<file path="src/sapq_pkg.sv">
package sapq_pkg;

  localparam int PRIO_W = 8;
  localparam int TAG_W  = 16;
  localparam int FILL_W = 4;

  localparam logic FUNC_INSERT = 1'b0;
  localparam logic FUNC_REMOVE = 1'b1;

  typedef enum logic [1:0] {
    ST_DONE  = 2'd0,
    ST_FULL  = 2'd1,
    ST_EMPTY = 2'd2
  } status_t;

  // Controller to datapath.
  typedef struct packed {
    logic    capture;
    logic    exec;
    logic    do_insert;
    logic    do_remove;
    status_t status;
  } sapq_cmd_t;

  // Datapath to controller.
  typedef struct packed {
    logic op_remove;
    logic full;
    logic empty;
  } sapq_stat_t;

endpackage

</file>
<file path="src/sapq_datapath.sv">
module sapq_datapath import sapq_pkg::*; #(
  parameter int QUEUE_DEPTH = 8
) (
  input  logic              clk,
  input  logic              rst_n,
  input  logic              in_func,
  input  logic [PRIO_W-1:0] in_item_priority,
  input  logic [TAG_W-1:0]  in_item_tag,
  input  sapq_cmd_t         cmd,
  output sapq_stat_t        stat,
  output status_t           out_status,
  output logic [TAG_W-1:0]  out_removed_tag,
  output logic [PRIO_W-1:0] out_removed_priority,
  output logic [FILL_W-1:0] out_fill_count
);

  localparam int CntW = $clog2(QUEUE_DEPTH + 1);

  logic              func_r;
  logic [PRIO_W-1:0] prio_in_r;
  logic [TAG_W-1:0]  tag_in_r;

  logic [PRIO_W-1:0] prio_r [QUEUE_DEPTH];
  logic [TAG_W-1:0]  tag_r  [QUEUE_DEPTH];
  logic [CntW-1:0]   cnt_r, cnt_nxt;

  logic [QUEUE_DEPTH-1:0] le;

  status_t            status_r;
  logic [TAG_W-1:0]   rtag_r;
  logic [PRIO_W-1:0]  rprio_r;
  logic [FILL_W-1:0]  fill_r;
  logic [CntW+FILL_W-1:0] fill_ext;

  assign stat.op_remove = (func_r == FUNC_REMOVE);
  assign stat.full      = (cnt_r == CntW'(QUEUE_DEPTH));
  assign stat.empty     = (cnt_r == '0);

  always_comb begin
    cnt_nxt = cnt_r;
    if (cmd.do_insert) begin
      cnt_nxt = cnt_r + 1'b1;
    end else if (cmd.do_remove) begin
      cnt_nxt = cnt_r - 1'b1;
    end
  end

  assign fill_ext = {{FILL_W{1'b0}}, cnt_nxt};

  always_ff @(posedge clk) begin
    if (cmd.capture) begin
      func_r    <= in_func;
      prio_in_r <= in_item_priority;
      tag_in_r  <= in_item_tag;
    end
  end

  // Each occupied entry flags whether it stays ahead of the new word. The
  // array is sorted, so the flags form a run from the head.
  for (genvar i = 0; i < QUEUE_DEPTH; i++) begin : g_cell
    logic [PRIO_W-1:0] ins_prio, rem_prio;
    logic [TAG_W-1:0]  ins_tag, rem_tag;

    assign le[i] = (CntW'(i) < cnt_r) && (prio_r[i] <= prio_in_r);

    if (i == 0) begin : g_head
      assign ins_prio = prio_in_r;
      assign ins_tag  = tag_in_r;
    end else begin : g_body
      logic take_new;
      assign take_new = !le[i] && le[i-1];
      assign ins_prio = take_new ? prio_in_r : prio_r[i-1];
      assign ins_tag  = take_new ? tag_in_r : tag_r[i-1];
    end

    if (i == QUEUE_DEPTH - 1) begin : g_tail
      assign rem_prio = prio_r[i];
      assign rem_tag  = tag_r[i];
    end else begin : g_mid
      assign rem_prio = prio_r[i+1];
      assign rem_tag  = tag_r[i+1];
    end

    always_ff @(posedge clk) begin
      if (cmd.do_insert && !le[i]) begin
        prio_r[i] <= ins_prio;
        tag_r[i]  <= ins_tag;
      end else if (cmd.do_remove) begin
        prio_r[i] <= rem_prio;
        tag_r[i]  <= rem_tag;
      end
    end
  end

  always_ff @(posedge clk) begin
    if (!rst_n) begin
      cnt_r <= '0;
    end else begin
      cnt_r <= cnt_nxt;
    end
  end

  always_ff @(posedge clk) begin
    if (cmd.exec) begin
      status_r <= cmd.status;
      rtag_r   <= cmd.do_remove ? tag_r[0] : '0;
      rprio_r  <= cmd.do_remove ? prio_r[0] : '0;
      fill_r   <= fill_ext[FILL_W-1:0];
    end
  end

  assign out_status           = status_r;
  assign out_removed_tag      = rtag_r;
  assign out_removed_priority = rprio_r;
  assign out_fill_count       = fill_r;

endmodule

</file>
<file path="config.mk">
export PLATFORM = sky130hd
export DESIGN_NAME = sapq_datapath
export DESIGN_NICKNAME = d
export VERILOG_FILES = /design/src/sapq_pkg.sv /design/src/sapq_datapath.sv
export SDC_FILE = /design/constraint.sdc
export NUM_CORES = 1
export LEC_CHECK = 0
export BUFFER_PORTS_ARGS = -buffer_cell sky130_fd_sc_hd__buf_2
export CAP_MARGIN = 20
export CORE_MARGIN = 8
export CORE_UTILIZATION = 35
export CTS_CLUSTER_DIAMETER = 50
export DETAILED_ROUTE_END_ITERATION = 10
export MAX_ROUTING_LAYER = met4
export SLEW_MARGIN = 20
export SYNTH_ARGS = -nofsm -noshare
export SYNTH_HDL_FRONTEND = slang
export SYNTH_SLANG_ARGS = --single-unit
</file>
<file path="constraint.sdc">
create_clock -name clk -period 8.3 [get_ports clk]
set_input_delay 0.415 -clock clk [delete_from_list [all_inputs] [get_ports clk]]
set_output_delay 0.415 -clock clk [all_outputs]
set_load 0.01 [all_outputs]
</file>
; Yosys cells after proc, flatten, opt, wreduce, memory -nomap -nowiden
; Memories as Yosys holds them, arrays and structs flattened.
; Index checks and enable logic that the tools add are counted.
[op_classes]
mux = 65
n_reduce_logical = 32
add_sub_neg = 2
bitwise_logic = 16
eq_ne = 1
order_cmp = 16
[op_table]
columns = cell, n
row1 = 2-to-1 mux 16 bit, 15
row2 = 2-to-1 mux 8 bit, 15
row3 = <= comparator 8 bit, 8
row4 = 2-to-1 mux 1 bit, 33
row5 = logical AND 1 bit, 23
row6 = < comparator 3 x 4 -> 1 bit (first input constant), 4
row7 = OR 1 bit, 16
row8 = zero test 1 bit, 8
row9 = < comparator 1 x 4 -> 1 bit (first input constant), 2
row10 = < comparator 2 x 4 -> 1 bit (first input constant), 2
row11 = 2-to-1 mux 4 bit, 2
row12 = adder 4 x 1 -> 4 bit (second input constant), 1
row13 = equality test 4 bit (second input constant), 1
row14 = zero test 4 bit, 1
row15 = subtractor 4 x 1 -> 4 bit (second input constant), 1
[totals]
ramBits = 192
memories = 2
inputBits = 33
reg_bits = 59
output_inout_bits = 33
[memory_table]
columns = memory, depth, width, rd, rd_clocked_by_memory_dff, write_ports, line_no
row1 = tag_r, 8, 16, 8, 0, 8, sapq_datapath.sv:24  ; logic [TAG_W-1:0] tag_r [QUEUE_DEPTH];
row2 = prio_r, 8, 8, 8, 0, 8, sapq_datapath.sv:23  ; logic [PRIO_W-1:0] prio_r [QUEUE_DEPTH];

; Depth between registers and ports, before layout
; An unclocked memory read counts as a cell.
[depth]
ltp_word = 8
mapped_depth = 11
depth_no_buf = 8

; Least setup slack after synthesis
; OpenSTA, ideal clock, no wires.
[synth_path]
path_kind = register to register
startpoint = register prio_in_r[3] (netlist: g_cell[0].ins_prio[3])
endpoint = memory prio_r[5][0], enable pin
setup_time_ns = 0.438
t_arrival_ns = 3.718
path_buffers = 3
period_less_slack_ns = 4.157
setup_slack_ns = 4.143
t_required_ns = 7.862
path_stages_with_launch = 11
path_cell_list = edfxtp_1 > clkbuf_1 > inv_1 > ha_1 > and4_1 > nor3b_1 > a21oi_1 > nor2_1 > buf_2 > buf_2 > o21ai_0
[synth_lines]
columns = item, line_no
row1 = from (decl), sapq_datapath.sv:20  ; logic [PRIO_W-1:0] prio_in_r;
row2 = from (signal assigned), sapq_datapath.sv:53  ; prio_in_r <= in_item_priority;
row3 = to (decl), sapq_datapath.sv:23

==> reports/qor.csv <==
metric;value;unit
status;finished clean;
multi-input logic area;5870;µm²
CTS tree;built;
Req. time, crit path;8.32;ns
# fillers;3771;
post-synthesis register bit count;251;
Num CTS Buffers;35;
power per cell area;347;nW/µm²
cells along the critical path;buf_4 -> inv_1 -> ha_1 -> nor2b_1 -> o211ai_1 -> a211oi_2 -> o31ai_4 -> buf_4 -> nand2_1;
R2R cell count;9;
Top-Level Pins;66;
Detail Placement HPWL;26.7;mm
drt pass-1 iters;5;
initial antenna violation count;0;
Final setup viols;0;
Slew Limit Fails;0;
die area;46300;µm²
layout cells sized above 1;17.8;%
Final Hold Viols;0;
Initial Utilization;35.2;%
max-cap check violation count;0;
CTS sink cnt;251;
count of port buffers added during placement;65;
clock tree buffer depth;3;
Post-DRT Antenna Nets;0;
highest-delay cell along the critical path;nand2_1;
Worst Hold Margin;0.0511;ns
WS Path Type;reg2reg;
DR vias;10600;
first-pass GRT wire length;61.2;mm
placed instance count;1724;
crit path launch type;register;
Antenna Cells;0;
actual slew at the worst max-slew pin;1.07;ns
vias in the first global route;10300;
worst rel slew slack;28.7;%
die height;215;µm
hold crit path type;in2reg;
simple-gate area share of the yosys netlist;10.8;%
critical path arrival;3.73;ns
Final Cell Area;15800;µm²
Post-Syn Area;13900;µm²
Die W;215;µm
main combinational cell family by area after synthesis;compound AO/OA/AOI/OAI gates;
starting DRC count in detailed routing;1071;
RSZ-0062 raised after global routing;no;
Post-synth top flop;edfxtp_1;
DRC;0;
Crit. End Element;register;
Syn. warnings;0;
CP Max Fanout;26;
root buffer cell;clkbuf_16;
Layout Cells excl Fill;1788;
Final period util;44.7;%
wire per inst;21.7;µm
routability cong.;0.899;
Fmax;270;MHz
async set-reset flop share out of synthesis;0;%
PostCTS Resize Cnt;0;
Lkg Pwr;5.50;nW
mux share of post-synthesis cell area;4.44;%
nets@finish;1337;
clock latency on the worst-skew pair;0.53;ns
GRT overflow;0;
post-synthesis adder-cell area fraction;6.04;%
Tot Pwr;5.49;mW
maximum vdd ir drop;0.167;mV
register area;7500;µm²
largest net degree at the start of global routing;57;
hold depth;1;
Synth Area in XOR/XNOR;0.189;%
number of H-tree levels;2;
CP max stage delay;0.69;ns
clock skew;0.0188;ns
Total Wirelength;38.9;mm
Synth Instances;1222;
crit path time final;3.71;ns
Post-CTS Setup Inserts;0;
hold_sp;in_item_tag[13];
Worst-path clk slew;0.06;ns
commonest non-fill, non-tap cells in the layout;edfxtp_1 (247), o21ai_0 (156), nand3_1 (99);
GRT Total Usage;16.6;%
Compound-Gate Fraction of Synth Area;20.2;%
Post-CTS Hold Fix Bufs;0;
synthesized area per cell;11.4;µm²
Critical R2R Launch;g_cell[0].ins_prio[1];
vias per inst;5.95;
register area share after synthesis;54.0;%
number of flops mapped to enable cells by yosys;247;
core area;39500;µm²
Unique masters post-synth;61;
most common cell after layout, fill and taps aside;edfxtp_1;
most used cell along the critical path;buf_4;
Cell Area, Placed;14600;µm²
critical path launch point;g_cell[0].ins_prio[1];
Synth Net Count;1322;
setup TNS;0;ns
synthesis-to-finish area growth;13.9;%
Std-Cell Rows;73;
==> cells by family (layout without fill, tap and decap cells) <==
| family | count (synthesis) | in the layout |
|---|---|---|
| AOI/OAI and AO/OA | 421 | 421 |
| xor gates and xnor gates | 3 | 3 |
| adders and majority gates | 67 | 67 |
| buffers and inverters | 135 | 176 |
| DFF | 251 | 251 |
| muxes | 48 | 48 |
| and+or+nand+nor | 297 | 297 |
==> area by class of cell <==
type / instances / area share (%)
flip-flops and latches: 251 / 47.4
multi-input cells: 836 / 37.1
clock buffers: 42 / 5.77
well taps: 525 / 4.16
repair buffers: 91 / 3.42
clock inverters: 21 / 1.57
inverters: 22 / 0.522
==> metal layers <==
metal,global-route usage (%),vias up,wire (µm)
met5,-,-,0
li1,-,4871,-
met1,23.6,5150,18200
met4,5.52,0,1050
met2,24.0,531,16500
met3,2.67,80,3090
==> report_power, final <==
| group | total (mW) | internal, mW | switching [mW] |
|---|---|---|---|
| Clock | 1.50 | 0.901 | 0.602 |
| Sequential | 2.33 | 1.99 | 0.337 |
| Combinational | 1.66 | 0.672 | 0.985 |
| Total | 5.49 | 3.56 | 1.92 |
==> stage by stage <==
stage	util, %	setup WS [ns]
after floorplan	-	4.14
after global placement	37.0	4.66
after detailed placement	37.1	4.62
after CTS	40.0	4.61
after global routing	40.1	4.39
final	40.1	4.59
==> worst max-delay path, delay by kind of cell (launching register included) <==
family,cells,cell delay [ns]
buffers and inverters,3,0.90
and+or+nand+nor,2,0.82
AOI/OAI and AO/OA,3,0.74
DFF,1,0.36
adders and majority gates,1,0.33
==> synthesized netlist by cell type (all sizes together), types with 2 or more instances <==
library cell / instances / area share, %
a211oi: 6 / 0.43
a2111oi: 2 / 0.40
nand2: 19 / 0.53
dfxtp: 4 / 0.58
and2: 27 / 1.2
o211ai: 9 / 0.49
a21o: 4 / 0.22
o21ai: 167 / 6.1
nand4: 13 / 0.59
inv: 22 / 0.60
or3: 4 / 0.18
and4: 4 / 0.25
buf: 36 / 1.6
ha: 67 / 6.0
nor2: 61 / 1.7
o21a: 5 / 0.27
a2bb2oi: 48 / 3.0
clkbuf: 77 / 2.1
xor2: 2 / 0.13
nor2b: 8 / 0.36
nor3: 51 / 1.9
mux2: 48 / 4.4
a32oi: 48 / 3.0
a21oi: 26 / 1.1
edfxtp: 247 / 53
or2: 5 / 0.23
a31oi: 96 / 4.3
nand3: 99 / 3.6
==> final timing paths <==
| kind | end | slack [ns] |
|---|---|---|
| min | g_cell[0].ins_tag[13] | 0.05 |
| max reg2reg | tag_r[0][49] | 4.59 |
| min reg2reg | out_removed_tag[14] | 0.55 |
| max | tag_r[0][49] | 4.59 |
==> state kept, by name (all words and copies together), names as in the netlist, 2 cells and up <==
signal	cells
cnt_r	4
g_cell.ins_prio	8
g_cell.ins_tag	16
out_fill_count	4
out_removed_priority	8
out_removed_tag	16
out_status	2
prio_r	64
tag_r	128
Power figures use the tool's default switching activity.
