**config.mk**
```make
export PLATFORM = sky130hd
export DESIGN_NAME = sapq_ctrl
export DESIGN_NICKNAME = d
export VERILOG_FILES = /design/src/sapq_pkg.sv /design/src/sapq_ctrl.sv
export SDC_FILE = /design/constraint.sdc
export NUM_CORES = 1
export LEC_CHECK = 0
export BUFFER_PORTS_ARGS = -buffer_cell sky130_fd_sc_hd__clkbuf_2
export CORE_AREA = 10 10 47 49
export DETAILED_ROUTE_END_ITERATION = 8
export DIE_AREA = 0 0 57 59
export PLACE_DENSITY = 0.4
export RECOVER_POWER = 50
export SLEW_MARGIN = 5
export SYNTH_ARGS = -nofsm -noshare
export SYNTH_HDL_FRONTEND = slang
export SYNTH_SLANG_ARGS = --single-unit
```
**constraint.sdc**
```tcl
create_clock -name clk -period 1.42 [get_ports clk]
set_input_delay 0.213 -clock clk [delete_from_list [all_inputs] [get_ports clk]]
set_output_delay 0.213 -clock clk [all_outputs]
set_load 0.02 [all_outputs]
```
**src/sapq_pkg.sv**
```systemverilog
package sapq_pkg;

  localparam int PRIO_W = 8;
  localparam int TAG_W  = 16;
  localparam int FILL_W = 4;

  localparam logic FUNC_INSERT = 1'b0;
  localparam logic FUNC_REMOVE = 1'b1;

  typedef enum logic [1:0] {
    ST_DONE  = 2'd0,
    ST_FULL  = 2'd1,
    ST_EMPTY = 2'd2
  } status_t;

  // Controller to datapath.
  typedef struct packed {
    logic    capture;
    logic    exec;
    logic    do_insert;
    logic    do_remove;
    status_t status;
  } sapq_cmd_t;

  // Datapath to controller.
  typedef struct packed {
    logic op_remove;
    logic full;
    logic empty;
  } sapq_stat_t;

endpackage

```
**src/sapq_ctrl.sv**
```systemverilog
module sapq_ctrl import sapq_pkg::*; (
  input  logic       clk,
  input  logic       rst_n,
  input  logic       in_valid,
  output logic       in_ready,
  output logic       out_valid,
  input  logic       out_ready,
  input  sapq_stat_t stat,
  output sapq_cmd_t  cmd
);

  typedef enum logic [1:0] {
    S_WAIT = 2'b01,
    S_WORK = 2'b10
  } state_t;

  state_t state_r, state_nxt;
  logic   out_valid_r, out_valid_nxt;
  logic   slot_free;

  assign in_ready  = (state_r == S_WAIT);
  assign out_valid = out_valid_r;
  assign slot_free = !out_valid_r || out_ready;

  always_comb begin
    state_nxt     = state_r;
    out_valid_nxt = out_valid_r && !out_ready;
    cmd           = '0;
    cmd.status    = ST_DONE;
    case (state_r)
      S_WAIT: begin
        if (in_valid) begin
          cmd.capture = 1'b1;
          state_nxt   = S_WORK;
        end
      end
      S_WORK: begin
        // The entry row only moves once the result register can take the word.
        if (slot_free) begin
          cmd.exec      = 1'b1;
          out_valid_nxt = 1'b1;
          state_nxt     = S_WAIT;
          if (stat.op_remove) begin
            cmd.do_remove = !stat.empty;
            cmd.status    = stat.empty ? ST_EMPTY : ST_DONE;
          end else begin
            cmd.do_insert = !stat.full;
            cmd.status    = stat.full ? ST_FULL : ST_DONE;
          end
        end
      end
      default: begin
        state_nxt = S_WAIT;
      end
    endcase
  end

  always_ff @(posedge clk) begin
    if (!rst_n) begin
      state_r     <= S_WAIT;
      out_valid_r <= 1'b0;
    end else begin
      state_r     <= state_nxt;
      out_valid_r <= out_valid_nxt;
    end
  end

endmodule

```
**Yosys cells after proc, flatten, opt, wreduce, memory -nomap -nowiden**

Index checks and enable logic that the tools add are counted.

- Flip-flop bits (word level): 3
- Input bits: 7
- Logic and storage cells: 27

- Mux-type cells: 14
- Equal/unequal tests: 4
- Reductions and logical operators: 7

Operators by type and width:

| cell | count |
|---|---|
| 5-bit 2-to-1 mux | 2 |
| 2-bit 2-to-1 mux | 4 |
| 1-bit 2-to-1 mux | 7 |
| 1-bit zero test | 4 |
| 2-bit != test, second input constant | 2 |
| 2-bit one-hot mux with 2 select lines | 1 |
| 2-bit by 1-bit equality test with 1-bit output, second input constant | 1 |
| 2-bit equality test, second input constant | 1 |
| 2-bit AND reduction | 1 |
| 1-bit logical AND | 1 |
| 1-bit logical OR | 1 |

**Depth between registers and ports, before layout**

Gate-level depths: netlist of run 1.

- Depth after elaboration: 4
- Mapped depth: 2

**Worst setup path after synthesis of run 1**

Ideal clock, no wire load.

- Path kind: register -> output
- Start: reg out_valid_r (netlist: out_valid)
- End: out cmd[3] in the netlist's numbering
- Buffers on the path: 0
- Setup slack: -0.065 ns
- Data arrival time: 1.272 ns
- Stages on the path, launching flop included: 3
- Data required time: 1.207 ns
- Cell sequence: dfxtp_1 > nor2b_2 > nor4_1

RTL lines:

| item | RTL line | text |
|---|---|---|
| from (decl) | sapq_ctrl.sv:18 | `logic out_valid_r, out_valid_nxt;` |
| from (signal assigned) | sapq_ctrl.sv:64 | `out_valid_r <= out_valid_nxt;` |
| to (decl) | sapq_ctrl.sv:9 | `output sapq_cmd_t cmd` |

==> metrics.md, run 1 <==
| Metric | Value |
|---|---|
| Outcome | finished, final reports clean |
| Comb pwr share | 0.171 |
| Combined area of the multi-input logic cells | 146 sq um |
| Vias in the first global route | 197 |
| Synth Cell Area | ~200 sq um |
| Syn Area/Cell | 11.5 sq um |
| Worst R2R Setup Slack | 520 ps |
| Num rows | 14 |
| Yosys top cell area share | 0.308 |
| Synth area leaders | dfxtp_1, nor4b_2, nor4bb_2 |
| Synth Area in Compound Gates | 0.103 |
| Area grow syn2layout | 71.8% |
| PD cells | 863 mW/mm^2 |
| Largest net degree at the start of global routing | 7 |
| Die width | 57 um |
| Worst Max-Slew Pin Slew | 262 ps |
| Tmin final | 1370 ps |
| Adder-Cell Fraction of Synth Area | 0 |
| Post-synthesis xor/xnor area fraction | 0 |
| Maximum clock rate | 0.728 GHz |
| Number of enable flip-flop cells after synthesis | 0 |
| Initial antenna violation count | 0 |
| Beginning of the worst register-to-register path | state_r[0] |
| Ant. Diodes | 0 |
| CTS tree | done |
| #FFs+latches synth | 3 |
| Initial Utilization | 0.139 |
| Sequential Area | 61.3 sq um |
| Cell taking the most area after synthesis | dfxtp_1 |
| Worst Path Required | 1210 ps |
| CP Capture Point | cmd[1] |
| Core Util, Final | 0.239 |
| Unique masters post-synth | 14 |
| Num CTS Buffers | 3 |
| Max_cap viols | 0 |
| Fill count | 165 |
| Share of layout cells above drive strength 1 | 0.694 |
| RSZ-0062 raised after global routing | false |
| Critical setup path kind | flop to output port |
| Routability cong. | 0.595 |
| Total Wirelength | 587 um |
| VDD IR max | 0.000315 V |
| DRC Markers | 0 |
| Net switching power | 0.0000698 W |
| Simple-Gate Fraction of Synth Area | 0.590 |
| CTS HTree Levels | 1 |
| Clk_lat worst skew | about 230 ps |
| DPL Wire Length | 506 um |
| First-pass GRT wire length | 903 um |
| R2R depth | 3 |
| Most used DFF post-synth | dfxtp_1 |
| Sw frac | 0.241 |
| Core box area | roughly 0.0014 sq mm |
| Port-buffer cells | 14 |
| Post-synth top cells | dfxtp_1, nor4b_2 |
| Detail Route Antenna Nets | 0 |
| Tcrit/Tclk final | 0.967 |
| Clock Tree Root | clkbuf_4 |
| Syn_nets | 24 |
| Post-synthesis mux area share | 0 |
| Setup crit start | state_r[0] |
| Total Die Area | 0.00336 sq mm |
| Max clock buf depth | 2 |
| Clock Skew | 0.936 ps |
| CP Max Fanout | 6 |
| Sequential power share | 0.321 |
| DRT Pass-1 Iters | 2 |
| Global Route Usage Sum | 0.0375 |
| Largest family of logic cells by synthesized area | simple AND/OR/NAND/NOR gates |
| Startpoint types | flop |
| Worst-path clk slew | 30 ps |
| Ys async rst share | 0 |
| Post-synthesis cell count | 17 |
| Crit end category | output port |
| Fin. Hold Viols | 0 |
| Die Span Y | 59 um |
| Clock Sinks | 3 |
| Arrival time worst endpoint | 1160 ps |
| Slew Limit Fails | 0 |
| Drt wl/cell | 11.3 um |
| Clk pwr share | 0.508 |
| Vias per cell | 3.96 |
| Max transition margin | 0.826 |
| Hold Path Class | input port to flop |
| Setup_tns | 0 ps |
| Worst reg2reg endpoint | state_r[1] |
| Layout net count | 44 |
| Initial drt markers | 1 |
| Vias | ~210 |
| Lkg Pwr | 0.150 nW |
| Count leader, synth | dfxtp_1 |
| Register area share after synthesis | 0.308 |
| IO Count | 15 |
| GRT Residual Overflow | 0 |
| YS warnings | 0 |
| Final setup viols | 0 |
| Int Pwr | 0.000220 W |
==> power groups by stage <==
stage	logic [W]	clock network (W)	registers, W
6_report	0.0000495	0.000147	0.0000928
5_1_grt	0.0000535	0.000159	0.0000933
4_1_cts	0.0000511	0.000155	0.0000932
3_5_place_dp	0.0000470	0	0.0000943
3_3_place_gp	0.0000463	0	0.0000943
2_1_floorplan	0.0000261	0	0.0000940
==> cells by family after synthesis <==
group	Yosys count
and+or+nand+nor	11
DFF	3
AOI/OAI and AO/OA	3
==> worst max-delay path, stage by stage, from the launching register on <==
cell and delay [ps]:
dfxtp_1 300, nand2b_4 170, nor4bb_2 280, buf_4 180
==> stage by stage <==
step	cells	power, W	hold WS [ps]	setup WS [ps]	instance area [sq um]
floorplan	17	0.000120	293	74.0	201
global placement	47	0.000141	415	221	292
detailed placement	47	0.000141	414	211	292
CTS	52	0.000299	172	0.947	335
global route	52	0.000306	182	0.617	335
finish	52	0.000289	175	46.7	335
==> cell type report <==
class | count | share of cell area
Clock buffer | 4 | 0.0784
Multi-Input combinational cell | 14 | 0.437
Sequential cell | 3 | 0.183
Tap cell | 16 | 0.0597
Timing Repair Buffer | 15 | 0.243
==> layer usage <==
| layer | vias up | wire, um | GRT usage |
|---|---|---|---|
| met2 | 5 | 365 | 0.0620 |
| met3 | 4 | 49 | 0.0215 |
| met4 | 0 | 23 | 0.0503 |
| met1 | 93 | 148 | 0.0259 |
| li1 | 104 | - | - |
| met5 | - | 0 | 0 |
==> flip-flops by register name, indices dropped and copies added, names as in the netlist <==
name / cells
state_r: 2
out_valid: 1
==> repair_timing <==
action / CTS / global route
setup buffers: 1 / 0
hold buffers: 0 / 0
pin swaps: 1 / 0
resized for setup: 4 / 3
setup endpoints to repair: 3 / 2
==> cells in the final DEF, fill, tap and decap left out <==
cell type and n:
a21boi_0 1, and2b_2 1, and3b_1 1, and4bb_1 1, buf_4 3, clkbuf_1 2
clkbuf_2 11, clkbuf_4 3, dfxtp_1 2, dfxtp_2 1, nand2b_1 1, nand2b_4 1
nor2_1 1, nor2b_4 1, nor4_2 1, nor4b_2 2, nor4bb_2 1, o21a_1 1
o21ai_0 1
==> worst min path at each step <==
stage,startpoint,endpoint,slack [ps],depth (start not counted)
6_report,rst_n,state_r[0],170,2
5_1_grt,rst_n,state_r[0],180,2
4_1_cts,rst_n,state_r[0],170,2
3_5_place_dp,rst_n,state_r[0],410,2
3_3_place_gp,rst_n,state_r[0],410,2
2_1_floorplan,rst_n,state_r[0],290,1
Note: power is estimated with default switching activity, not from simulation.
==> run 2: changes to the inputs <==
GPL_TIMING_DRIVEN = 0   (was default)
==> run 2 against run 1 <==
  * Critical path type unchanged
  * Fmax decreased by 2.6%
  * Clock skew increased by 3.4 ps
  * Count of clock-buffer cells in the layout unchanged
  * Wire length increased by 5.1%
==> metrics.md, run 2 (same netlist as run 1, synthesis figures left out) <==
| Metric | Value |
|---|---|
| Die Span Y | between 50 and 60 um |
| Initial Utilization | 0.139 |
| Total Wirelength | 617 um |
| Clk_lat worst skew | between 200 and 250 ps |
| Routability cong. | a little under 0.6 |
| Num CTS Buffers | 3 |
| Crit end category | output port |
| Max clock buf depth | 2 |
| Largest net degree at the start of global routing | 6 |
| DRT Pass-1 Iters | 2 |
| First-pass GRT wire length | 1030 um |
| Total Die Area | 0.00336 sq mm |
| Worst Max-Slew Pin Slew | 227 ps |
| Max_cap viols | 0 |
| RSZ-0062 raised after global routing | true |
| Setup_tns | 0 ps |
| Worst Path Required | 1210 ps |
| Ant. Diodes | 0 |
| GRT Residual Overflow | 0 |
| Final setup viols | 0 |
| # placed instances | 47 |
| Drt wl/cell | 11.6 um |
| Slew Limit Fails | 0 |
| Startpoint types | flop |
| Initial antenna violation count | 0 |
| Tot Pwr | 0.000299 W |
| Core box area | around 0.0014 sq mm |
| Max transition margin | 0.846 |
| Global Route Usage Sum | 0.0410 |
| Clock Skew | between 4 and 5 ps |
| Num rows | 14 |
| Fin. Hold Viols | 0 |
| Biggest register | state_r |
| Finished Layout Cells | 53 |
| Layout net count | 45 |
| Number of flip-flops in the largest register | 2 |
| Core Util, Final | 0.263 |
| Commonest non-fill, non-tap cells in the layout | clkbuf_2, buf_4, clkbuf_4 |
| DPL Wire Length | 502 um |
| CP cell instances | nor2b_4, nor4bb_2, buf_4 |
| Vias in the first global route | 237 |
| IO Count | 15 |
| Vias | 204 |
| VDD IR max | 0.000227 V |
| Initial drt markers | 8 |
| Critical setup path kind | flop to output port |
| CTS tree | done |
| Clock Tree Root | clkbuf_4 |
| Share of layout cells above drive strength 1 | 0.757 |
| Lkg Pwr | 0.164 nW |
| Slowest stage delay, CP | 320 ps |
| CTS HTree Levels | 1 |
| Area grow syn2layout | 88.5% |
| Outcome | finished, final reports clean |
| Worst R2R Setup Slack | 520 ps |
| CP Max Fanout | 5 |
| Port-buffer cells | 14 |
| Most common cell after layout, fill and taps aside | clkbuf_2 |
| Hold Path Class | input port to flop |
| PD cells | between 800 and 900 mW/mm^2 |
| Worst path slowest cell | dfxtp_2 |
| Vias per cell | 3.85 |
| Tcrit/Tclk final | 0.993 |
| Detail Route Antenna Nets | 0 |
| Die width | 57 um |
| DRC Markers | 0 |
| Arrival time worst endpoint | 1200 ps |
| Maximum clock rate | 0.710 GHz |
| Worst-path clk slew | 40 ps |
| Clock Sinks | 3 |
| Tmin final | 1410 ps |
[run 2: per-stage QoR]
stage | setup WS, ps | hold slack (ps) | instance area [sq um]
final | 10.6 | 177 | 368
after detailed placement | 191 | 417 | 292
after global placement | 222 | 414 | 292
after CTS | -11.6 | 170 | 343
after global routing | -22.3 | 176 | 368
after floorplan | 74.0 | 293 | 201
[run 2: power breakdown]
group	internal [W]	switching, W	total (W)
logic	0.0000270	0.0000274	0.0000544
clock network	0.000105	0.0000461	0.000152
registers	0.0000894	0.00000346	0.0000928
total	0.000222	0.0000770	0.000299
[run 2: worst max-delay path: cells and delay by family, from the launching register on]
kind / cells / cell delay (ps)
and+or+nand+nor: 2 / 440
DFF: 1 / 320
buffers and inverters: 1 / 190
[run 2: area by class of cell]
type / count / area (sq um)
Sequential cell: 3 / 62.6
Multi-Input combinational cell: 14 / 164
Clock buffer: 4 / 26.3
Tap cell: 16 / 20.0
Timing Repair Buffer: 16 / 95.1
Fill cell: 163 / 1030
[run 2: timing repair]
item	CTS	global route
endpoints found under the setup margin	3	4
pin swaps	1	1
gates resized for setup	4	10
buffers inserted	2	0
hold endpoints to repair	0	0
hold buffers	0	0
[run 2: routing by layer]
layer	vias up	GRT usage	wire length (um)
li1	105	-	-
met1	96	0.0295	185
met2	3	0.0729	398
met3	0	0.0172	34
met4	0	0.0503	0
met5	-	0	0
[run 2: final timing paths]
check                                start    endpoint  cells after the start
worst max-delay path             out_valid      cmd[1]                      3
worst min-delay path                 rst_n  state_r[0]                      2
worst max register to register  state_r[0]  state_r[1]                      3
worst min register to register   out_valid   out_valid                      2
==> run 3: changes to the inputs <==
CTS_BUF_LIST = sky130_fd_sc_hd__clkbuf_8 sky130_fd_sc_hd__clkbuf_16   (was default)
clock period = 1.6 ns   (was 1.42 ns; I/O delays follow)
==> run 3 against run 2 <==
  * Cell count down 3.8%
  * First-iteration DRC count is 75% lower
  * Sequential share of layout area rose by 1.3 points
  * Via count grew 2.0%
  * Non-clock buffer count shrank 2
  * Clock power grew 40%
  * Clock skew is 2.7 ps lower
==> metrics.md, run 3 (same netlist as run 1, synthesis figures left out) <==
| Metric | Value |
|---|---|
| GRT Residual Overflow | 0 |
| Vias per cell | 4.08 |
| Setup_tns | 0 ps |
| Sequential power share | 0.247 |
| CP Max Fanout | 5 |
| Beginning of the worst register-to-register path | state_r[1] |
| Area grow syn2layout | 67.9% |
| Arrival time worst endpoint | 1250 ps |
| Clock Skew | 1.57 ps |
| # resized after CTS | 0 |
| Clock Tree Root | clkbuf_8 |
| Total Wirelength | about 670 um |
| Largest net degree at the start of global routing | 7 |
| VDD IR max | 0.000341 V |
| Vias | 208 |
| Worst R2R Setup Slack | approximately 700 ps |
| DRC Markers | 0 |
| Biggest register | state_r |
| Detail Route Antenna Nets | 0 |
| CTS tree | done |
| Net switching power | 0.0000743 W |
| Max_cap viols | 0 |
| Slowest stage delay, CP | 320 ps |
| Worst Path Required | 1360 ps |
| Fill count | 164 |
| Initial antenna violation count | 0 |
| Clock Sinks | 3 |
| Worst path slowest cell | dfxtp_1 |
| Tcrit/Tclk final | 0.934 |
| Worst-path clk slew | 30 ps |
| Num rows | 14 |
| DRT Pass-1 Iters | 2 |
| IO Count | 15 |
| Crit end category | output port |
| Post-route design area | 328 sq um |
| Num CTS Buffers | 3 |
| Port-buffer cells | 14 |
| RSZ-0062 raised after global routing | false |
| CTS HTree Levels | 1 |
| Vias in the first global route | 262 |
| Final setup viols | 0 |
| Drt wl/cell | 13.2 um |
| Setup crit start | out_valid |
| Max transition margin | 0.818 |
| Outcome | finished, final reports clean |
| Total Die Area | 0.00336 sq mm |
| Dpl cell area | 285 sq um |
| Global Route Usage Sum | 0.0480 |
| Worst Max-Slew Pin Slew | 271 ps |
| Post-CTS Hold Fix Bufs | 0 |
| Slew Limit Fails | 0 |
| Share of layout cells above drive strength 1 | 0.600 |
| Number of flip-flops in the largest register | 2 |
| Sw frac | 0.221 |
| R2R depth | 2 |
| Worst reg2reg endpoint | state_r[1] |
| First-pass GRT wire length | 1180 um |
| Startpoint types | flop |
| Core box area | 0.00140 sq mm |
| Die width | between 50 and 60 um |
| Clk pwr share | 0.635 |
| Hold Path Class | input port to flop |
| CP cell instances | nor2b_2, nor4bb_2, clkbuf_2 |
| Ant. Diodes | 0 |
| Fin. Hold Viols | 0 |
| Comb pwr share | 0.118 |
| PD cells | between 1000 and 1500 mW/mm^2 |
| Layout net count | 43 |
| Max clock buf depth | 2 |
| Die Span Y | 59 um |
| CP Capture Point | cmd[1] |
| Lkg Pwr | 0.152 nW |
| Commonest non-fill, non-tap cells in the layout | clkbuf_2, clkbuf_8, dfxtp_1 |
| Initial drt markers | 2 |
| Initial Utilization | 0.139 |
| Routability cong. | between 0.7 and 0.8 |
| Maximum clock rate | 0.669 GHz |
| Most common cell after layout, fill and taps aside | clkbuf_2 |
| Tmin final | 1490 ps |
| Critical setup path kind | flop to output port |
| Post-CTS Setup Bufs | 0 |
| Clk_lat worst skew | about 210 ps |
| Int Pwr | 0.000262 W |
## run 3: cell types whose count changed in the layout (fill, tap and decap cells not counted), sizes merged
cell | before | now
clkbuf | 14 | 17
inv | 0 | 1
buf | 6 | 0
## run 3: metrics by stage
step | std cells | util | hold WS, ps | worst slack [ps] | power (W)
floorplan | 17 | - | 320 | 88.1 | 0.000106
global placement | 47 | 0.204 | 436 | 374 | 0.000124
detailed placement | 47 | 0.204 | 450 | 306 | 0.000125
CTS | 51 | 0.236 | 227 | 81.4 | 0.000347
global route | 51 | 0.234 | 250 | 37.2 | 0.000363
finish | 51 | 0.234 | 220 | 106 | 0.000336
## run 3: how the worst min path moves through the flow
| stage | from | slack [ps] | cells past startpoint | to |
|---|---|---|---|---|
| CTS | rst_n | 230 | 2 | state_r[0] |
| global route | rst_n | 250 | 2 | state_r[0] |
| global placement | rst_n | 440 | 2 | state_r[0] |
| floorplan | rst_n | 320 | 1 | state_r[0] |
| finish | rst_n | 220 | 2 | state_r[0] |
| detailed placement | rst_n | 450 | 2 | state_r[0] |
## run 3: final cells by class
type / count / area, sq um / share of cell area
multi-input cells: 14 / 135 / 0.412
well taps: 16 / 20.0 / 0.0611
repair buffers: 14 / 67.6 / 0.206
clock buffers: 3 / 41.3 / 0.126
clock inverters: 1 / 3.75 / 0.0115
flip-flops and latches: 3 / 60.1 / 0.183
## run 3: power groups by stage
stage / Combinational (W) / Sequential, W / Clock [W]
after floorplan: 0.0000229 / 0.0000834 / 0
after global placement: 0.0000402 / 0.0000834 / 0
after detailed placement: 0.0000416 / 0.0000839 / 0
after CTS: 0.0000418 / 0.0000829 / 0.000222
after global routing: 0.0000442 / 0.0000835 / 0.000236
final: 0.0000398 / 0.0000828 / 0.000213
## run 3: worst max-delay path, delay by kind of cell (launching register included)
| family | cells | cell delay (ps) |
|---|---|---|
| flops | 1 | 320 |
| simple gates | 2 | 500 |
| buf+inv | 1 | 220 |
## run 3: routing by layer
| metal | track usage | share of wire |
|---|---|---|
| met4 | 0.0503 | 0.018 |
| met5 | 0 | 0 |
| met2 | 0.0574 | 0.35 |
| met1 | 0.0488 | 0.51 |
| met3 | 0.0386 | 0.12 |
